===== src/hdl/idfs_pkg.sv =====
// Shared types, codes and text tables for the IPP document-format scanner.
`default_nettype none

package idfs_pkg;

  // Width of the running byte index inside a message
  localparam int OFFSET_BITS = 24;
  localparam int DOC_OFFSET_W = 24;

  // Header length and tag codes
  localparam int HEADER_BYTES = 8;
  localparam logic [7:0] TAG_END = 8'h03;
  localparam logic [7:0] TAG_DELIM_MIN = 8'h01;
  localparam logic [7:0] TAG_DELIM_MAX = 8'h05;
  localparam logic [7:0] TAG_MIME = 8'h49;

  // Result kinds
  localparam logic [1:0] KIND_RAW = 2'd0;
  localparam logic [1:0] KIND_PWG = 2'd1;
  localparam logic [1:0] KIND_UNSUP = 2'd2;
  localparam logic [1:0] KIND_BAD = 2'd3;

  // Texts compared byte by byte
  localparam int NAME_LEN = 15;
  localparam int RAW_LEN = 24;
  localparam int PWG_LEN = 16;
  localparam logic [8*NAME_LEN-1:0] NAME_TEXT = "document-format";
  localparam logic [8*RAW_LEN-1:0] RAW_TEXT = "application/octet-stream";
  localparam logic [8*PWG_LEN-1:0] PWG_TEXT = "image/pwg-raster";

  typedef struct packed {
    logic [7:0] data_byte;
    logic       last_byte;
  } in_t;

  typedef struct packed {
    logic [1:0]              format_kind;
    logic [DOC_OFFSET_W-1:0] doc_offset;
  } out_t;

  // Character idx of "document-format"
  function automatic logic [7:0] name_char(input logic [3:0] idx);
    logic [7:0] ch;
    ch = 8'h00;
    if (int'(idx) < NAME_LEN) begin
      ch = NAME_TEXT[8*(NAME_LEN-1-int'(idx)) +: 8];
    end
    return ch;
  endfunction

  // Character idx of "application/octet-stream"
  function automatic logic [7:0] raw_char(input logic [4:0] idx);
    logic [7:0] ch;
    ch = 8'h00;
    if (int'(idx) < RAW_LEN) begin
      ch = RAW_TEXT[8*(RAW_LEN-1-int'(idx)) +: 8];
    end
    return ch;
  endfunction

  // Character idx of "image/pwg-raster"
  function automatic logic [7:0] pwg_char(input logic [3:0] idx);
    logic [7:0] ch;
    ch = 8'h00;
    if (int'(idx) < PWG_LEN) begin
      ch = PWG_TEXT[8*(PWG_LEN-1-int'(idx)) +: 8];
    end
    return ch;
  endfunction

endpackage

`default_nettype wire


===== src/hdl/idfs_parser.sv =====
// Attribute record walker: per-byte state update and decision logic.
`default_nettype none

module idfs_parser (
  input  wire logic          clk,
  input  wire logic          rst_n,
  input  wire logic          step,
  input  wire idfs_pkg::in_t in_req,
  output logic               emit,
  output idfs_pkg::out_t     result
);

  localparam logic [2:0] PH_HEADER  = 3'd0;
  localparam logic [2:0] PH_TAG     = 3'd1;
  localparam logic [2:0] PH_NLEN_HI = 3'd2;
  localparam logic [2:0] PH_NLEN_LO = 3'd3;
  localparam logic [2:0] PH_NAME    = 3'd4;
  localparam logic [2:0] PH_VLEN_HI = 3'd5;
  localparam logic [2:0] PH_VLEN_LO = 3'd6;
  localparam logic [2:0] PH_VALUE   = 3'd7;

  localparam int PW = idfs_pkg::OFFSET_BITS;
  localparam int DW = idfs_pkg::DOC_OFFSET_W;
  localparam logic [PW-1:0] POS_LIMIT = '1;
  localparam logic [PW-1:0] HEADER_LAST = PW'(idfs_pkg::HEADER_BYTES - 1);

  logic [2:0]    phase_r, phase_nxt;
  logic [PW-1:0] pos_r, pos_nxt;
  logic [15:0]   rem_r, rem_nxt;
  logic [7:0]    len_hi_r, len_hi_nxt;
  logic [7:0]    tag_r, tag_nxt;
  logic          name_match_r, name_match_nxt;
  logic          raw_match_r, raw_match_nxt;
  logic          pwg_match_r, pwg_match_nxt;
  logic          fmt_seen_r, fmt_seen_nxt;
  logic          kind_r, kind_nxt;
  logic          decided_r, decided_nxt;

  logic [7:0]       b;
  logic [15:0]      len;
  logic [15:0]      rem_dec;
  logic [15:0]      name_diff, raw_diff, pwg_diff;
  logic [DW+PW-1:0] off_wide;

  assign b         = in_req.data_byte;
  assign len       = {len_hi_r, b};
  assign rem_dec   = rem_r - 16'd1;
  assign name_diff = 16'(idfs_pkg::NAME_LEN) - rem_r;
  assign raw_diff  = 16'(idfs_pkg::RAW_LEN) - rem_r;
  assign pwg_diff  = 16'(idfs_pkg::PWG_LEN) - rem_r;
  assign off_wide  = {{DW{1'b0}}, pos_r + PW'(1)};

  // Compute next state and the decision for the byte at hand
  always_comb begin
    phase_nxt      = phase_r;
    pos_nxt        = pos_r;
    rem_nxt        = rem_r;
    len_hi_nxt     = len_hi_r;
    tag_nxt        = tag_r;
    name_match_nxt = name_match_r;
    raw_match_nxt  = raw_match_r;
    pwg_match_nxt  = pwg_match_r;
    fmt_seen_nxt   = fmt_seen_r;
    kind_nxt       = kind_r;
    decided_nxt    = decided_r;
    emit           = 1'b0;
    result         = '0;

    if (!decided_r) begin
      if (pos_r == POS_LIMIT) begin
        decided_nxt        = 1'b1;
        emit               = 1'b1;
        result.format_kind = idfs_pkg::KIND_BAD;
      end else begin
        pos_nxt = pos_r + PW'(1);
        case (phase_r)
          PH_HEADER: begin
            if (pos_r >= HEADER_LAST) phase_nxt = PH_TAG;
          end
          PH_TAG: begin
            if (b == idfs_pkg::TAG_END) begin
              decided_nxt        = 1'b1;
              emit               = 1'b1;
              result.format_kind = {1'b0, kind_r};
              result.doc_offset  = off_wide[DW-1:0];
            end else if (b inside {[idfs_pkg::TAG_DELIM_MIN:idfs_pkg::TAG_DELIM_MAX]}) begin
              // delimiter tag: stay
            end else begin
              tag_nxt   = b;
              phase_nxt = PH_NLEN_HI;
            end
          end
          PH_NLEN_HI: begin
            len_hi_nxt = b;
            phase_nxt  = PH_NLEN_LO;
          end
          PH_NLEN_LO: begin
            rem_nxt        = len;
            name_match_nxt = (len == 16'(idfs_pkg::NAME_LEN));
            phase_nxt      = (len != 16'd0) ? PH_NAME : PH_VLEN_HI;
          end
          PH_NAME: begin
            if (name_match_r && (rem_r == 16'd0 || rem_r > 16'(idfs_pkg::NAME_LEN) ||
                idfs_pkg::name_char(name_diff[3:0]) != b)) begin
              name_match_nxt = 1'b0;
            end
            rem_nxt = rem_dec;
            if (rem_dec == 16'd0) phase_nxt = PH_VLEN_HI;
          end
          PH_VLEN_HI: begin
            len_hi_nxt = b;
            phase_nxt  = PH_VLEN_LO;
          end
          PH_VLEN_LO: begin
            rem_nxt = len;
            if (name_match_r) begin
              if (fmt_seen_r || tag_r != idfs_pkg::TAG_MIME || len == 16'd0) begin
                decided_nxt        = 1'b1;
                emit               = 1'b1;
                result.format_kind = idfs_pkg::KIND_UNSUP;
              end else begin
                fmt_seen_nxt  = 1'b1;
                raw_match_nxt = (len == 16'(idfs_pkg::RAW_LEN));
                pwg_match_nxt = (len == 16'(idfs_pkg::PWG_LEN));
                phase_nxt     = PH_VALUE;
              end
            end else begin
              raw_match_nxt = 1'b0;
              pwg_match_nxt = 1'b0;
              phase_nxt     = (len != 16'd0) ? PH_VALUE : PH_TAG;
            end
          end
          PH_VALUE: begin
            if (raw_match_r && (rem_r == 16'd0 || rem_r > 16'(idfs_pkg::RAW_LEN) ||
                idfs_pkg::raw_char(raw_diff[4:0]) != b)) begin
              raw_match_nxt = 1'b0;
            end
            if (pwg_match_r && (rem_r == 16'd0 || rem_r > 16'(idfs_pkg::PWG_LEN) ||
                idfs_pkg::pwg_char(pwg_diff[3:0]) != b)) begin
              pwg_match_nxt = 1'b0;
            end
            rem_nxt = rem_dec;
            if (rem_dec == 16'd0) begin
              if (name_match_r && !raw_match_nxt && !pwg_match_nxt) begin
                decided_nxt        = 1'b1;
                emit               = 1'b1;
                result.format_kind = idfs_pkg::KIND_UNSUP;
              end else begin
                if (name_match_r) kind_nxt = !raw_match_nxt;
                name_match_nxt = 1'b0;
                raw_match_nxt  = 1'b0;
                pwg_match_nxt  = 1'b0;
                phase_nxt      = PH_TAG;
              end
            end
          end
          default: begin
            phase_nxt = PH_TAG;
          end
        endcase
      end

      // Flag a message that ends undecided
      if (in_req.last_byte && !decided_nxt) begin
        decided_nxt        = 1'b1;
        emit               = 1'b1;
        result.format_kind = idfs_pkg::KIND_BAD;
        result.doc_offset  = '0;
      end
    end

    // Drop all state at the end of a request
    if (in_req.last_byte) begin
      phase_nxt      = PH_HEADER;
      pos_nxt        = '0;
      rem_nxt        = '0;
      len_hi_nxt     = '0;
      tag_nxt        = '0;
      name_match_nxt = 1'b0;
      raw_match_nxt  = 1'b0;
      pwg_match_nxt  = 1'b0;
      fmt_seen_nxt   = 1'b0;
      kind_nxt       = 1'b0;
      decided_nxt    = 1'b0;
    end
  end

  // Advance state once per consumed byte
  always_ff @(posedge clk) begin
    if (!rst_n) begin
      phase_r      <= PH_HEADER;
      pos_r        <= '0;
      rem_r        <= '0;
      len_hi_r     <= '0;
      tag_r        <= '0;
      name_match_r <= 1'b0;
      raw_match_r  <= 1'b0;
      pwg_match_r  <= 1'b0;
      fmt_seen_r   <= 1'b0;
      kind_r       <= 1'b0;
      decided_r    <= 1'b0;
    end else if (step) begin
      phase_r      <= phase_nxt;
      pos_r        <= pos_nxt;
      rem_r        <= rem_nxt;
      len_hi_r     <= len_hi_nxt;
      tag_r        <= tag_nxt;
      name_match_r <= name_match_nxt;
      raw_match_r  <= raw_match_nxt;
      pwg_match_r  <= pwg_match_nxt;
      fmt_seen_r   <= fmt_seen_nxt;
      kind_r       <= kind_nxt;
      decided_r    <= decided_nxt;
    end
  end

  // At most one result per request
  a_one_result: assert property (@(posedge clk) disable iff (!rst_n)
    decided_r |-> !emit)
    else $error("result produced after decision");

  // Last byte returns the walker to the header phase
  a_last_clears: assert property (@(posedge clk) disable iff (!rst_n)
    step && in_req.last_byte |=> phase_r == PH_HEADER && pos_r == '0 && !decided_r)
    else $error("state not cleared after last byte");

  // Rejected requests carry no offset
  a_reject_offset: assert property (@(posedge clk) disable iff (!rst_n)
    emit && (result.format_kind == idfs_pkg::KIND_UNSUP ||
             result.format_kind == idfs_pkg::KIND_BAD) |-> result.doc_offset == '0)
    else $error("nonzero offset on rejected request");

endmodule

`default_nettype wire


===== src/hdl/ipp_document_format_scanner.sv =====
// Top level of the IPP document-format scanner: handshakes and result register.
//
// Input channel (in_valid / in_stall / in_data): one byte of an IPP request per
// transfer, with last_byte set on the final byte of the request.
// Output channel (out_valid / out_stall / out_data): at most one result per
// request, giving format_kind and doc_offset (offset of the first document
// byte, meaningful for raw and pwg kinds; zero otherwise).
// Throughput: one byte per cycle, except while a deciding byte waits for a
// stalled result register. Each byte is captured in an input register and its
// state update plus decision run combinationally from there.
// Path: the accepting edge loads the deciding byte into the input register;
// its result then passes into the result register and shows on out_valid.
// Stall: a waiting result holds in the result register. Bytes that decide
// nothing keep flowing; a deciding byte waits in the input register until the
// result register frees, which in turn stalls the input channel.
// Reset: rst_n low for one clock empties both registers and returns the
// walker to the start of a request header.
`default_nettype none

module ipp_document_format_scanner (
  input  wire logic          clk,
  input  wire logic          rst_n,
  input  wire logic          in_valid,
  output logic               in_stall,
  input  wire idfs_pkg::in_t in_data,
  output logic               out_valid,
  input  wire logic          out_stall,
  output idfs_pkg::out_t     out_data
);

  logic           in_reg_valid_r, in_reg_valid_nxt;
  idfs_pkg::in_t  in_reg_r;
  logic           out_valid_r, out_valid_nxt;
  idfs_pkg::out_t out_data_r;

  logic           emit;
  idfs_pkg::out_t result;
  logic           advance;
  logic           load;

  // Consume the held byte unless its result has nowhere to go
  assign advance  = in_reg_valid_r && (!emit || !out_valid_r || !out_stall);
  assign in_stall = in_reg_valid_r && !advance;
  assign load     = in_valid && !in_stall;

  idfs_parser u_parser (
    .clk    (clk),
    .rst_n  (rst_n),
    .step   (advance),
    .in_req (in_reg_r),
    .emit   (emit),
    .result (result)
  );

  // Input register control
  always_comb begin
    in_reg_valid_nxt = in_reg_valid_r;
    if (load) begin
      in_reg_valid_nxt = 1'b1;
    end else if (advance) begin
      in_reg_valid_nxt = 1'b0;
    end
  end

  // Result register control
  always_comb begin
    out_valid_nxt = out_valid_r;
    if (advance && emit) begin
      out_valid_nxt = 1'b1;
    end else if (out_valid_r && !out_stall) begin
      out_valid_nxt = 1'b0;
    end
  end

  always_ff @(posedge clk) begin
    if (!rst_n) begin
      in_reg_valid_r <= 1'b0;
      out_valid_r    <= 1'b0;
    end else begin
      in_reg_valid_r <= in_reg_valid_nxt;
      out_valid_r    <= out_valid_nxt;
    end
  end

  // Hold payloads
  always_ff @(posedge clk) begin
    if (load) in_reg_r <= in_data;
    if (advance && emit) out_data_r <= result;
  end

  assign out_valid = out_valid_r;
  assign out_data  = out_data_r;

  // A decision lands in the result register on the next cycle
  a_result_load: assert property (@(posedge clk) disable iff (!rst_n)
    advance && emit |=> out_valid_r && out_data_r == $past(result))
    else $error("decision not captured in result register");

  // Never overwrite a result that is still waiting
  a_no_overwrite: assert property (@(posedge clk) disable iff (!rst_n)
    out_valid_r && out_stall && in_reg_valid_r && emit |-> in_stall)
    else $error("pending result would be overwritten");

  // An accepted request byte is held for the walker
  a_capture: assert property (@(posedge clk) disable iff (!rst_n)
    in_valid && !in_stall |=> in_reg_valid_r)
    else $error("accepted byte not held");

endmodule

`default_nettype wire


===== config.mk =====
export PLATFORM = sky130hd
export DESIGN_NAME = ipp_document_format_scanner
export DESIGN_NICKNAME = d
export VERILOG_FILES = /design/src/hdl/idfs_pkg.sv /design/src/hdl/idfs_parser.sv /design/src/hdl/ipp_document_format_scanner.sv
export SDC_FILE = /design/constraint.sdc
export NUM_CORES = 1
export LEC_CHECK = 0
export BUFFER_PORTS_ARGS = -buffer_cell sky130_fd_sc_hd__buf_2
export CAP_MARGIN = 20
export CORE_MARGIN = 5
export CORE_UTILIZATION = 45
export CTS_CLUSTER_SIZE = 28
export DETAILED_ROUTE_END_ITERATION = 7
export HOLD_SLACK_MARGIN = 0.03
export SLEW_MARGIN = 10
export SYNTH_ARGS = -nofsm -noshare
export SYNTH_HDL_FRONTEND = slang
export SYNTH_SLANG_ARGS = --single-unit

===== constraint.sdc =====
create_clock -name clk -period 8.3 [get_ports clk]
set_input_delay 2.075 -clock clk [delete_from_list [all_inputs] [get_ports clk]]
set_output_delay 2.075 -clock clk [all_outputs]
set_load 0.01 [all_outputs]

After elaboration in Yosys (flattened, before gate mapping)

Index checks and enable logic that the tools add are counted.

Memory bits (read-only): 0
Register bits after elaboration: 102
RAM bits: 0
Memories: 0
Output and inout port bits: 28
Logic and storage cells: 240
Input port bits: 13
Bits in latches: 0

Multipliers: 0
Equality and inequality tests: 30
Mux-type cells: 113
Bitwise gates (word level): 2
Div/mod/pow operators: 0
$add $sub $neg: 8
Shifts and indexed selects: 3
Reduce and logical (&&, ||, !) cells: 59
Magnitude comparators: 8

Operators by type and width:

| kind                        | count |
|---|---|
| $shiftx A192 B32 Y8 const A | 1 |
| $mux W8                     | 21 |
| $shiftx A128 B32 Y8 const A | 1 |
| $mux W24                    | 5 |
| $shiftx A120 B32 Y8 const A | 1 |
| $mux W1                     | 58 |
| $logic_not A16 Y1           | 3 |
| $mux W16                    | 3 |
| $mux W3                     | 12 |
| $eq A16 B5 Y1 const B       | 2 |
| $gt A16 B5 Y1 const B       | 2 |
| $pmux W16 S2                | 1 |
| $mux W26                    | 1 |
| $mux W25                    | 1 |
| $add A24 B1 Y24 const B     | 1 |
| $eq A24 B24 Y1 const B      | 1 |
| $ge A24 B3 Y1 const B       | 1 |
| $ne A8 B8 Y1                | 3 |
| $pmux W3 S8                 | 1 |
| $eq A16 B4 Y1 const B       | 1 |
| $gt A16 B4 Y1 const B       | 1 |
| $reduce_bool A16 Y1         | 1 |
| $reduce_bool A2 Y1          | 8 |
| $sub A16 B1 Y16 const B     | 1 |
| other kinds (37)            | 92 |

Depth between registers and ports, before layout

Gate-level depths: netlist of the first run.

Depth after elaboration: 35
Gate-level depth with buffers: 20
Depth with buffers taken out: 15

Modules after synthesis

A second synthesis of the first run with hierarchy kept.

Cell total of the unflattened synthesis: 876
Area total of the unflattened synthesis: 6,957.9 µm²

By module, submodules not included:

| module                      | instances | seq. area each (µm²) | area each (µm²) | cells an instance |
|---|---|---|---|---|
| idfs_parser                 | 1         | 1,301.2              | 5,811.8         | 830 |
| ipp_document_format_scanner | 1         | 1,091.0              | 1,146.1         | 46 |

Worst setup path before layout of the first run

OpenSTA, ideal clock, no wires.

Kind: register to output
Start point: reg u_parser.rem_r[0]
End point: out in_stall
Path slack: 2.383 ns
Arrival: 3.842 ns
Data required time: 6.225 ns
Buffers on the path: 4
Cell stages (with the launch flop): 19
Cell sequence: dfxtp_1 buf_6 buf_4 inv_2 ha_1 buf_4 nand2b_1 nand2_1 xor2_1 ha_1 clkbuf_1 maj3_1 a22o_1 a21oi_1 o21ai_0 o211ai_2 nand3_1 and3_1 nor3_1

Longest elaborated chain between the ends: 32
Elaborated cells between the ends (all ways): 54
Those cells by class: 5 x add/sub; 3 x order compare; 2 x eq/ne; 2 x shift; 22 x mux; 20 x reduce/logical

RTL lines:

| item                                 | RTL line                          | text |
|---|---|---|
| from (decl)                          | idfs_parser.sv:29                 | `logic [15:0] rem_r, rem_nxt;` |
| from (signal assigned)               | idfs_parser.sv:205                | `rem_r <= rem_nxt;` |
| $sub A5 B5 Y5                        | idfs_parser.sv:49                 | `assign raw_diff = 16'(idfs_pkg::RAW_LEN) - rem_r;` |
| $sub A5 B5 Y6                        | idfs_pkg.sv:56                    | `ch = RAW_TEXT[8*(RAW_LEN-1-int'(idx)) +: 8];` |
| $shiftx A192 B32 Y8                  | idfs_pkg.sv:56                    |  |
| $mux W8                              | idfs_pkg.sv:55                    | `if (int'(idx) < RAW_LEN) begin` |
| $mux W8                              | idfs_parser.sv:76                 | `case (phase_r)` |
| $mux W8                              | idfs_parser.sv:70                 | `if (pos_r == POS_LIMIT) begin` |
| $mux W8                              | idfs_parser.sv:69                 | `if (!decided_r) begin` |
| $ne A8 B8 Y1                         | idfs_parser.sv:135                | `idfs_pkg::raw_char(raw_diff[4:0]) != b)) begin` |
| (+15 left out)                       | --                                |  |
| $logic_and A1 B1 Y1                  | idfs_parser.sv:164                | `if (in_req.last_byte && !decided_nxt) begin` |
| $mux W1 (*)                          | idfs_parser.sv:164                |  |
| $mux W1 (*)                          | idfs_parser.sv:69                 |  |
| $logic_not A1 Y1 (*)                 | ipp_document_format_scanner.sv:42 | `assign advance = in_reg_valid_r && (!emit \|\| !out_valid_r \|\| !out_stall);` |
| $logic_or A1 B1 Y1 (*) (2 in series) | ipp_document_format_scanner.sv:42 |  |
| $logic_and A1 B1 Y1 (*)              | ipp_document_format_scanner.sv:42 |  |
| $logic_not A1 Y1 (*)                 | ipp_document_format_scanner.sv:43 | `assign in_stall = in_reg_valid_r && !advance;` |
| $logic_and A1 B1 Y1 (*)              | ipp_document_format_scanner.sv:43 |  |
| to (decl)                            | ipp_document_format_scanner.sv:24 | `output logic in_stall,` |

Every way passes the cells marked *; elsewhere a longest branch is shown, timed or not. The select of a mux whose other input is x is not followed.

Worst setup path after layout of the first run

Same ends and word-level chain as after synthesis.

==> results of run 1 <==
-- cells by family (layout without fill, tap and decap cells) --
family,Yosys count,after routing,share of synthesized area (%)
adder cells (fa/ha/maj),10,10,1.69
flip-flops,102,102,33.4
multiplexers,22,22,3.09
AO/OA/AOI/OAI,244,244,23.1
AND/OR/NAND/NOR,356,356,26.2
XOR/XNOR,47,47,5.85
buffers and inverters,100,88,6.67
-- layout make-up --
class | count | area share [%]
tap | 216 | 3.54
timing repair buffer | 52 | 3.81
sequential | 102 | 31.4
clock inverter | 5 | 0.541
inverter | 20 | 1.00
multi-input combinational | 679 | 56.4
clock buffer | 11 | 3.31
-- path summary, 6_finish.rpt --
path / start / end / slack, ns / cells after the start
worst min-delay path: u_parser.tag_r[7] / u_parser.tag_r[7] / 0.46 / 2
worst max register to register: u_parser.rem_r[0] / u_parser.rem_r[0] / 2.97 / 16
worst min register to register: u_parser.tag_r[7] / u_parser.tag_r[7] / 0.46 / 2
worst max-delay path: u_parser.rem_r[0] / in_stall / 1.29 / 16
-- tightest hold or removal path: stages, from the launching register on --
cell     delay, ns
dfxtp_1       0.31
nand2_1       0.05
mux2i_1       0.05
-- layout by cell type, fill, tap and decap left out, types with 9 or more instances in the layout --
cell | synthesis | routed
or4_1 | 12 | 12
mux2i_1 | 21 | 21
edfxtp_1 | 35 | 35
a32o_1 | 14 | 14
and3_1 | 11 | 11
nand3_1 | 31 | 31
inv_1 | 18 | 18
nand4_1 | 26 | 26
a31oi_1 | 17 | 17
nor4_1 | 19 | 19
nand2_1 | 93 | 93
xnor2_1 | 27 | 27
o21ai_0 | 78 | 78
clkbuf_16 | 0 | 9
nor3b_1 | 9 | 9
buf_4 | 5 | 12
buf_2 | 11 | 40
xor2_1 | 19 | 19
a21oi_1 | 43 | 42
nor2_1 | 68 | 67
nor3_1 | 29 | 28
dfxtp_1 | 67 | 67
-- stage by stage --
step                      setup WS, ns  cell area [um2]  util (%)  hold WS (ns)
after floorplan                   2.38             7160         -         0.430
after global placement            1.83             7330      46.5         0.441
after detailed placement          1.79             7330      46.5         0.452
after CTS                         1.39             7630      48.4         0.462
after global routing             0.958             7630      48.4         0.491
final                             1.29             7630      48.4         0.455
-- flip-flops by register name, indices dropped and copies added, names as in the netlist, 3 cells and up --
name and cells:
u_parser.pos_r 24, u_parser.tag_r 8, u_parser.rem_r 16, in_reg_r 9, out_data 26, u_parser.phase_r 3
u_parser.len_hi_r 8
-- layer usage --
metal / track usage, % / up-vias / routed length, um
met5: 0 / - / 0
met4: 6.33 / 0 / 323
met3: 4.18 / 26 / 1970
met2: 34.1 / 292 / 9460
met1: 36.4 / 3400 / 10400
li1: - / 3259 / -
-- power by group through the flow --
stage,clock network (uW),registers [uW],logic [uW]
finish,423,546,194
global route,447,547,211
CTS,431,545,191
detailed placement,0,557,190
global placement,0,556,189
floorplan,0,549,146
-- synth_stat cells (all sizes together), types with 8 or more instances --
cell type / count
a32o: 14
and3: 11
a21oi: 43
dfxtp: 67
ha: 8
nor3: 30
o21ai: 78
a31oi: 17
nor4: 21
edfxtp: 35
nand2: 93
xor2: 19
nand4: 26
inv: 19
nor2: 70
and4: 8
or4: 13
or3: 8
xnor2: 28
nor3b: 10
clkbuf: 51
buf: 29
mux2i: 21
o211ai: 9
nand3: 31
==> impl_metrics.ini, run 1 <==
[timing]
grt_setup_unrepaired = no
fmax_mhz = 143
worst_clock_skew_ns = 0.00811
slew_headroom_pct = 33.8
post-route-min-period_ns = 7.01
final.period_utilization_pct = 84.5
setup_viol_count_final = 0
hold_violations = 0
slew_viol_final = 0
final.setup.tns_ns = 0
worst_slew_pin_slew_ns = 0.985

[yosys]
ys_warn_count = 0
synth.top_cell.area_share_pct = 18.7
ys.flop_type = dfxtp_1
yosys.cell_types.count = 90
synth_largest_area_cell = dfxtp_1
sequential_to_total_area_share_from_yosys_stat_pct = 33.4
post_synth_main_area_contributors = dfxtp_1 (19%), edfxtp_1 (15%), o21ai_0 (5.4%)
synth-seq-cells = 102
postSynthNetCount = 902
syn-instance-count = 881
number_of_flops_mapped_to_enable_cells_by_yosys = 35
synth.avg_cell_area_um2 = 8.13
cell_area_after_synthesis_um2 = 7160
asyncSetResetFlopFracSynth_pct = 0

[power]
ir_drop_mv = 0.0955
netSwitchingFraction_pct = 29.6
cell_int_power_uw = 819
power_leakage_uw = 0.00253
comb_power_share_pct = 16.7
powerDensity_nw_per_um2 = 152
sequentialPowerShare_pct = 46.9
switchingPower_uw = 344
clock_power_share_pct = 36.4
totalPowerFinal_uw = 1160

[grt]
grt_first_pass_wirelength_um = 34700
number_of_antenna_violations_at_the_first_check_in_global_routing = 0
grt_start_max_net_pins = 50
first_global_vias = 6196
grt-ovfl-total = 0
track_usage_pct = 23.8

[die]
die-area_um2 = 18500
fp.dieW_um = 136
fp.dieH_um = 136
io-pin-count = 41
coreArea_um2 = 15800
num_rows = 46
initial_core_util_pct = 45.4

[route]
detailed_route_vias_per_instance = 6.43
route.detailed.drc = 0
first_pass_iters = 5
drtAntennaViolNets = 0
detail_route.wl_per_cell_um = 20.4
vias_after_detailed_routing = 6977
first_iter_violations = 716
routed_wirelength_um = 22200

[clock_network]
cts_buffers = 9
clock_tree_from_tritoncts = done
cts.hold.buffers_added = 0
insertion_delay_ns = 0.36
h-tree-depth = 3
clock_tree.root_cell = clkbuf_16
cts.repair_timing.setup_buffer_count = 0
cts.reportedPaths.clkPinSlew_ns = 0.07
post_cts_repair_resize_count = 0
cts-root-to-sink-buffers = 2
clock_sink_count = 102

[layout]
register_area_um2 = 2390
synthToLayoutAreaGrowth_pct = 6.48
diodes = 0
num-fill-cells = 1609
finalNonFillerCells = 1085
layout_net_count = 885
drive_gt1_share_pct = 12.1
multiInputGateArea_um2 = 4310

[critical_path]
cp_slowest_stage_delay_ns = 0.75
timing_worst_setup_path_type = reg2out
worst_path_dominant_cell_family = simple AND/OR/NAND/NOR gates
cp_common_cell = ha_1
cp_data_required_time_ns = 6.23
worst_ep_arrival_time_ns = 4.94
cp_slowest_cell = dfxtp_1
path_buf_inv = 3
critical_path.cell_chain = inv_2 -> ha_1 -> nand2b_1 -> nand2_1 -> xor2_1 -> ha_1 -> inv_1 -> nor4_1 -> a211oi_1 -> or4_4 -> a211oi_2 -> o211ai_2 -> nand3_1 -> and3_1 -> nor3_1 -> buf_2
critical_path.startpoint_type = flop
critical_path.endpoint_type = output port
timing.critical_path.fanout_max = 18

[placed_design]
place_congestion = 0.949
place.detailed.instances = 1069
io_buffer_count = 40
hpwl_dp_um = 15300

[outcome]
status = finished, final reports clean

[flow_run]
cap_violations = 0

[min_path]
hp-class = reg2reg
Power figures use the tool's default switching activity.
==> inputs of run 2 (changes only) <==
clock period = 6.85 ns   (was 8.3 ns; I/O delays follow)
==> impl_metrics.ini, run 2 (same netlist as run 1, synthesis figures left out) <==
[outcome]
status = finished, final reports clean

[layout]
diodes = 0
design_area_um2 = 7660
drive_gt1_share_pct = 11.9
finalNonFillerCells = 1087
commonest_non_fill_non_tap_cell_in_the_layout = nand2_1
largest_register_ff_count = 26
synthToLayoutAreaGrowth_pct = 6.95
final_cell_mix = nand2_1 (93), o21ai_0 (78), nor2_1 (68)
layout_net_count = 887

[route]
detail_route.wl_per_cell_um = 20.5
first_iter_violations = 770
drtAntennaViolNets = 0
routed_wirelength_um = 22300
first_pass_iters = 6
detailed_route_vias_per_instance = 6.31
route.detailed.drc = 0
vias_after_detailed_routing = 6855

[die]
fp.dieH_um = 136
coreArea_um2 = 15800
io-pin-count = 41
die-area_um2 = 18500
num_rows = 46
fp.dieW_um = 136
initial_core_util_pct = 45.4

[timing]
setup_viol_count_final = 0
fmax_mhz = 155
slew_headroom_pct = 29.8
final.period_utilization_pct = 94.3
final.setup.tns_ns = 0
worst_slew_pin_slew_ns = 1.05
slew_viol_final = 0
worst_clock_skew_ns = 0.00508
post-route-min-period_ns = 6.46
hold_violations = 0
grt_setup_unrepaired = no

[power]
powerDensity_nw_per_um2 = 189
ir_drop_mv = 0.152
power_leakage_uw = 0.00255

[grt]
grt_start_max_net_pins = 45
grt_first_pass_wirelength_um = 35900
number_of_antenna_violations_at_the_first_check_in_global_routing = 0
grt-ovfl-total = 0
first_global_vias = 6406
track_usage_pct = 24.7

[min_path]
hp-class = reg2reg
min-delay-start = u_parser.tag_r[0]
hold_path_end = u_parser.tag_r[0]
worst_hold_path.num_cells = 2

[critical_path]
worst_ep_arrival_time_ns = 4.75
worstReg2RegEnd = u_parser.rem_r[4]
path_buf_inv = 3
timing.critical_path.fanout_max = 13
worstRegToRegCells = 15
worst_path_dominant_cell_family = simple AND/OR/NAND/NOR gates
worst-r2r-setup-slack_ns = 1.67
critical_path.startpoint_type = flop
cp_slowest_cell = dfxtp_1
cp_common_cell = ha_1
timing_worst_setup_path_type = reg2out
cp_slowest_stage_delay_ns = 0.61
reg2reg_from = u_parser.rem_r[0]
cp_data_required_time_ns = 5.14
critical_path.cell_chain = inv_2 -> ha_1 -> nand2b_1 -> nand2_1 -> xor2_1 -> ha_1 -> inv_1 -> nor4_1 -> a211oi_1 -> or4_4 -> a211oi_2 -> o211ai_2 -> nand3_1 -> and3_1 -> nor3_1 -> buf_2
critical_path.endpoint_type = output port

[clock_network]
post_cts_repair_resize_count = 0
cts.repair_timing.setup_buffer_count = 0
clock_sink_count = 102
cts_buffers = 9
h-tree-depth = 3
insertion_delay_ns = 0.36
clock_tree_from_tritoncts = done
cts.reportedPaths.clkPinSlew_ns = 0.07
cts-root-to-sink-buffers = 2
cts.hold.buffers_added = 0
clock_tree.root_cell = clkbuf_16

[flow_run]
cap_violations = 0

[placed_design]
place_congestion = 0.931
io_buffer_count = 40
hpwl_dp_um = 15700
placed_cell_area_um2 = 7350
place.detailed.instances = 1071
==> run 2: cell types whose count changed in the layout (fill, tap and decap cells not counted) <==
cell / change
buf_4: +2
bufinv_16: +2
clkbuf_1: +2
clkbuf_8: -2
clkinv_4: -1
clkinvlp_4: -1
inv_6: +1
inv_8: -1
nor2_1: +1
nor2_2: -1
==> run 2: worst max path at each step <==
stage,slack [ns],endpoint,from,cells past startpoint
6_report,0.39,in_stall,u_parser.rem_r[0],16
3_3_place_gp,0.94,in_stall,u_parser.rem_r[0],16
3_5_place_dp,0.85,in_stall,u_parser.rem_r[0],16
4_1_cts,0.44,in_stall,u_parser.rem_r[0],16
2_1_floorplan,1.03,out_data[0],u_parser.rem_r[0],18
5_1_grt,0.03,in_stall,u_parser.rem_r[0],16
==> run 2: power breakdown <==
group	internal (uW)	total [uW]	leakage, uW	switching, uW
Sequential	641	663	0.000853	22.4
Combinational	82.0	237	0.00155	155
Clock	323	551	0.000155	229
Total	1050	1450	0.00255	407
==> run 2: worst reg2reg max path, cell delays in order (launching register included) <==
cell and delay, ns:
dfxtp_1 0.61, inv_2 0.22, ha_1 0.28, nand2b_1 0.14, nand2_1 0.08, xor2_1 0.19
ha_1 0.54, inv_1 0.19, nor4_1 0.30, a211oi_1 0.12, or4_4 0.53, a211oi_2 0.24
o211ai_2 0.23, a21oi_2 0.73, nand2_1 0.35, o221a_2 0.33
==> run 2: per-layer routing <==
layer	track usage [%]	vias up	share of wire (%)
met4	5.77	0	1.3
li1	-	3274	-
met1	38.0	3257	47
met2	35.7	300	43
met3	4.40	24	8.3
met5	0	-	0
==> run 2: through the flow <==
stage | power, uW | util, % | worst slack [ns] | hold slack (ns)
after floorplan | 842 | - | 1.03 | 0.430
after global placement | 906 | 46.6 | 0.942 | 0.439
after detailed placement | 909 | 46.6 | 0.848 | 0.453
after CTS | 1460 | 48.6 | 0.435 | 0.463
after global routing | 1510 | 48.6 | 0.0266 | 0.492
final | 1450 | 48.6 | 0.390 | 0.460
==> run 2: final cells by class <==
| class | count | area [um2] |
|---|---|---|
| Clock buffer | 11 | 233 |
| Clock inverter | 5 | 82.6 |
| Fill cell | 1591 | 8110 |
| Inverter | 20 | 76.3 |
| Multi-Input combinational cell | 679 | 4300 |
| Sequential cell | 102 | 2390 |
| Tap cell | 216 | 270 |
| Timing Repair Buffer | 54 | 305 |
==> inputs of run 3 (changes only) <==
--- a/constraint.sdc
+++ b/constraint.sdc
@@ -3,2 +3,2 @@
 set_output_delay 1.7125 -clock clk [all_outputs]
-set_load 0.01 [all_outputs]
+set_load 0.02 [all_outputs]
==> impl_metrics.ini, run 3 (same netlist as run 1, synthesis figures left out) <==
[die]
fp.dieW_um = 136
initial_core_util_pct = 45.4
fp.dieH_um = 136
io-pin-count = 41
coreArea_um2 = 15800
num_rows = 46
die-area_um2 = 18500

[critical_path]
worst-r2r-setup-slack_ns = 1.49
critical_path.startpoint_type = flop
reg2reg_from = u_parser.rem_r[1]
critical_path.endpoint_type = output port
cp_slowest_cell = dfxtp_1
cp_data_required_time_ns = 5.14
timing_worst_setup_path_type = reg2out
timing.critical_path.fanout_max = 12
critical_path.cell_chain = inv_1 -> ha_1 -> nand2b_1 -> nand2_1 -> xor2_1 -> ha_1 -> inv_1 -> nor4_1 -> a211oi_1 -> or4_4 -> a211oi_2 -> o211ai_2 -> nand3_1 -> and3_1 -> nor3_1 -> buf_2
cp_slowest_stage_delay_ns = 0.57
path_buf_inv = 3
worstReg2RegEnd = u_parser.rem_r[0]
worstRegToRegCells = 15
worst_path_dominant_cell_family = simple AND/OR/NAND/NOR gates
worst_ep_arrival_time_ns = 4.73

[power]
ir_drop_mv = 0.135
powerDensity_nw_per_um2 = 187
totalPowerFinal_uw = 1430
power_leakage_uw = 0.00256

[grt]
number_of_antenna_violations_at_the_first_check_in_global_routing = 0
grt-ovfl-total = 0
first_global_vias = 6245
grt_start_max_net_pins = 45
track_usage_pct = 24.2
grt_first_pass_wirelength_um = 35300

[timing]
fmax_mhz = 155
slew_headroom_pct = 28.7
slew_viol_final = 0
hold_violations = 0
final.period_utilization_pct = 94.1
postLayoutSetupSlackWorst_ns = 0.403
worst_clock_skew_ns = 0.00804
setup_viol_count_final = 0
final.setup.tns_ns = 0
worst_slew_pin_slew_ns = 1.07
grt_setup_unrepaired = no
post-route-min-period_ns = 6.45

[layout]
commonest_non_fill_non_tap_cell_in_the_layout = nand2_1
num-fill-cells = 1562
final_cell_mix = nand2_1 (93), o21ai_0 (78), nor2_1 (68)
finalNonFillerCells = 1089
diodes = 0
multiInputGateArea_um2 = 4300
layout_net_count = 889
drive_gt1_share_pct = 12.1
largest_register_ff_count = 26
synthToLayoutAreaGrowth_pct = 6.92
register_area_um2 = 2390

[route]
first_pass_iters = 5
routed_wirelength_um = 22300
first_iter_violations = 824
drtAntennaViolNets = 0
route.detailed.drc = 0
vias_after_detailed_routing = 6943
detail_route.wl_per_cell_um = 20.5
detailed_route_vias_per_instance = 6.38

[clock_network]
cts-root-to-sink-buffers = 2
cts.hold.buffers_added = 0
post_cts_repair_resize_count = 0
clock_tree_from_tritoncts = done
clock_tree.root_cell = clkbuf_16
clock_sink_count = 102
cts.reportedPaths.clkPinSlew_ns = 0.07
cts.repair_timing.setup_buffer_count = 0
insertion_delay_ns = 0.36
h-tree-depth = 3
cts_buffers = 9

[placed_design]
place.detailed.instances = 1072
detailedPlace.worstSlack_ns = 0.829
hpwl_dp_um = 15600
place_congestion = 0.931
io_buffer_count = 40

[min_path]
min-delay-start = u_parser.tag_r[7]
worst_hold_path.num_cells = 2
hp-class = reg2reg
hold_path_end = u_parser.tag_r[7]

[outcome]
status = finished, final reports clean

[flow_run]
cap_violations = 0
==> run 3: cell types whose count changed in the layout (fill, tap and decap cells not counted), sizes merged <==
cell,previous run,this run
buf,54,56
clkbuf,11,10
clkinv,2,4
bufinv,2,1
==> run 3: layout make-up <==
| class | count | area share, % |
|---|---|---|
| multi-input cells | 679 | 56.2 |
| flip-flops and latches | 102 | 31.2 |
| repair buffers | 56 | 4.18 |
| well taps | 216 | 3.53 |
| clock buffers | 10 | 2.99 |
| inverters | 20 | 0.996 |
| clock inverters | 6 | 0.898 |
==> run 3: worst max-delay path by stage <==
| stage | to | slack [ns] | depth (start not counted) | from |
|---|---|---|---|---|
| after floorplan | out_data[0] | 1.03 | 18 | u_parser.rem_r[0] |
| after global placement | in_stall | 1.01 | 16 | u_parser.rem_r[1] |
| after detailed placement | in_stall | 0.83 | 16 | u_parser.rem_r[1] |
| after CTS | in_stall | 0.40 | 16 | u_parser.rem_r[1] |
| after global routing | in_stall | 0.05 | 16 | u_parser.rem_r[1] |
| final | in_stall | 0.40 | 16 | u_parser.rem_r[1] |
==> run 3: worst register-to-register path, cell delays in order (launching register included) <==
cell	delay, ns
dfxtp_1	0.57
inv_1	0.20
ha_1	0.25
nand2b_1	0.15
nand2_1	0.09
xor2_1	0.20
ha_1	0.54
inv_1	0.20
nor4_1	0.30
a211oi_1	0.11
or4_4	0.53
a211oi_2	0.25
o211ai_2	0.24
a21oi_2	0.89
nand2_1	0.39
o221a_2	0.34
==> run 3: through the flow <==
stage	area [um2]	hold slack, ns	util (%)
2_1_floorplan	7160	0.430	-
3_3_place_gp	7350	0.439	46.6
3_5_place_dp	7350	0.454	46.6
4_1_cts	7650	0.466	48.5
5_1_grt	7660	0.483	48.6
6_report	7660	0.462	48.6
==> run 3: where the power goes <==
part	switching [uW]	internal [uW]	leakage, uW	total [uW]
registers	20.9	640	0.000853	661
clock network	241	286	0.000145	527
logic	161	82.7	0.00156	244
==> run 3: metal layers <==
metal / global-route usage [%] / vias up / share of wire, %
met5: 0 / - / 0
li1: - / 3283 / -
met3: 5.26 / 25 / 8.3
met4: 4.09 / 0 / 1.1
met1: 36.8 / 3309 / 47
met2: 35.4 / 326 / 43
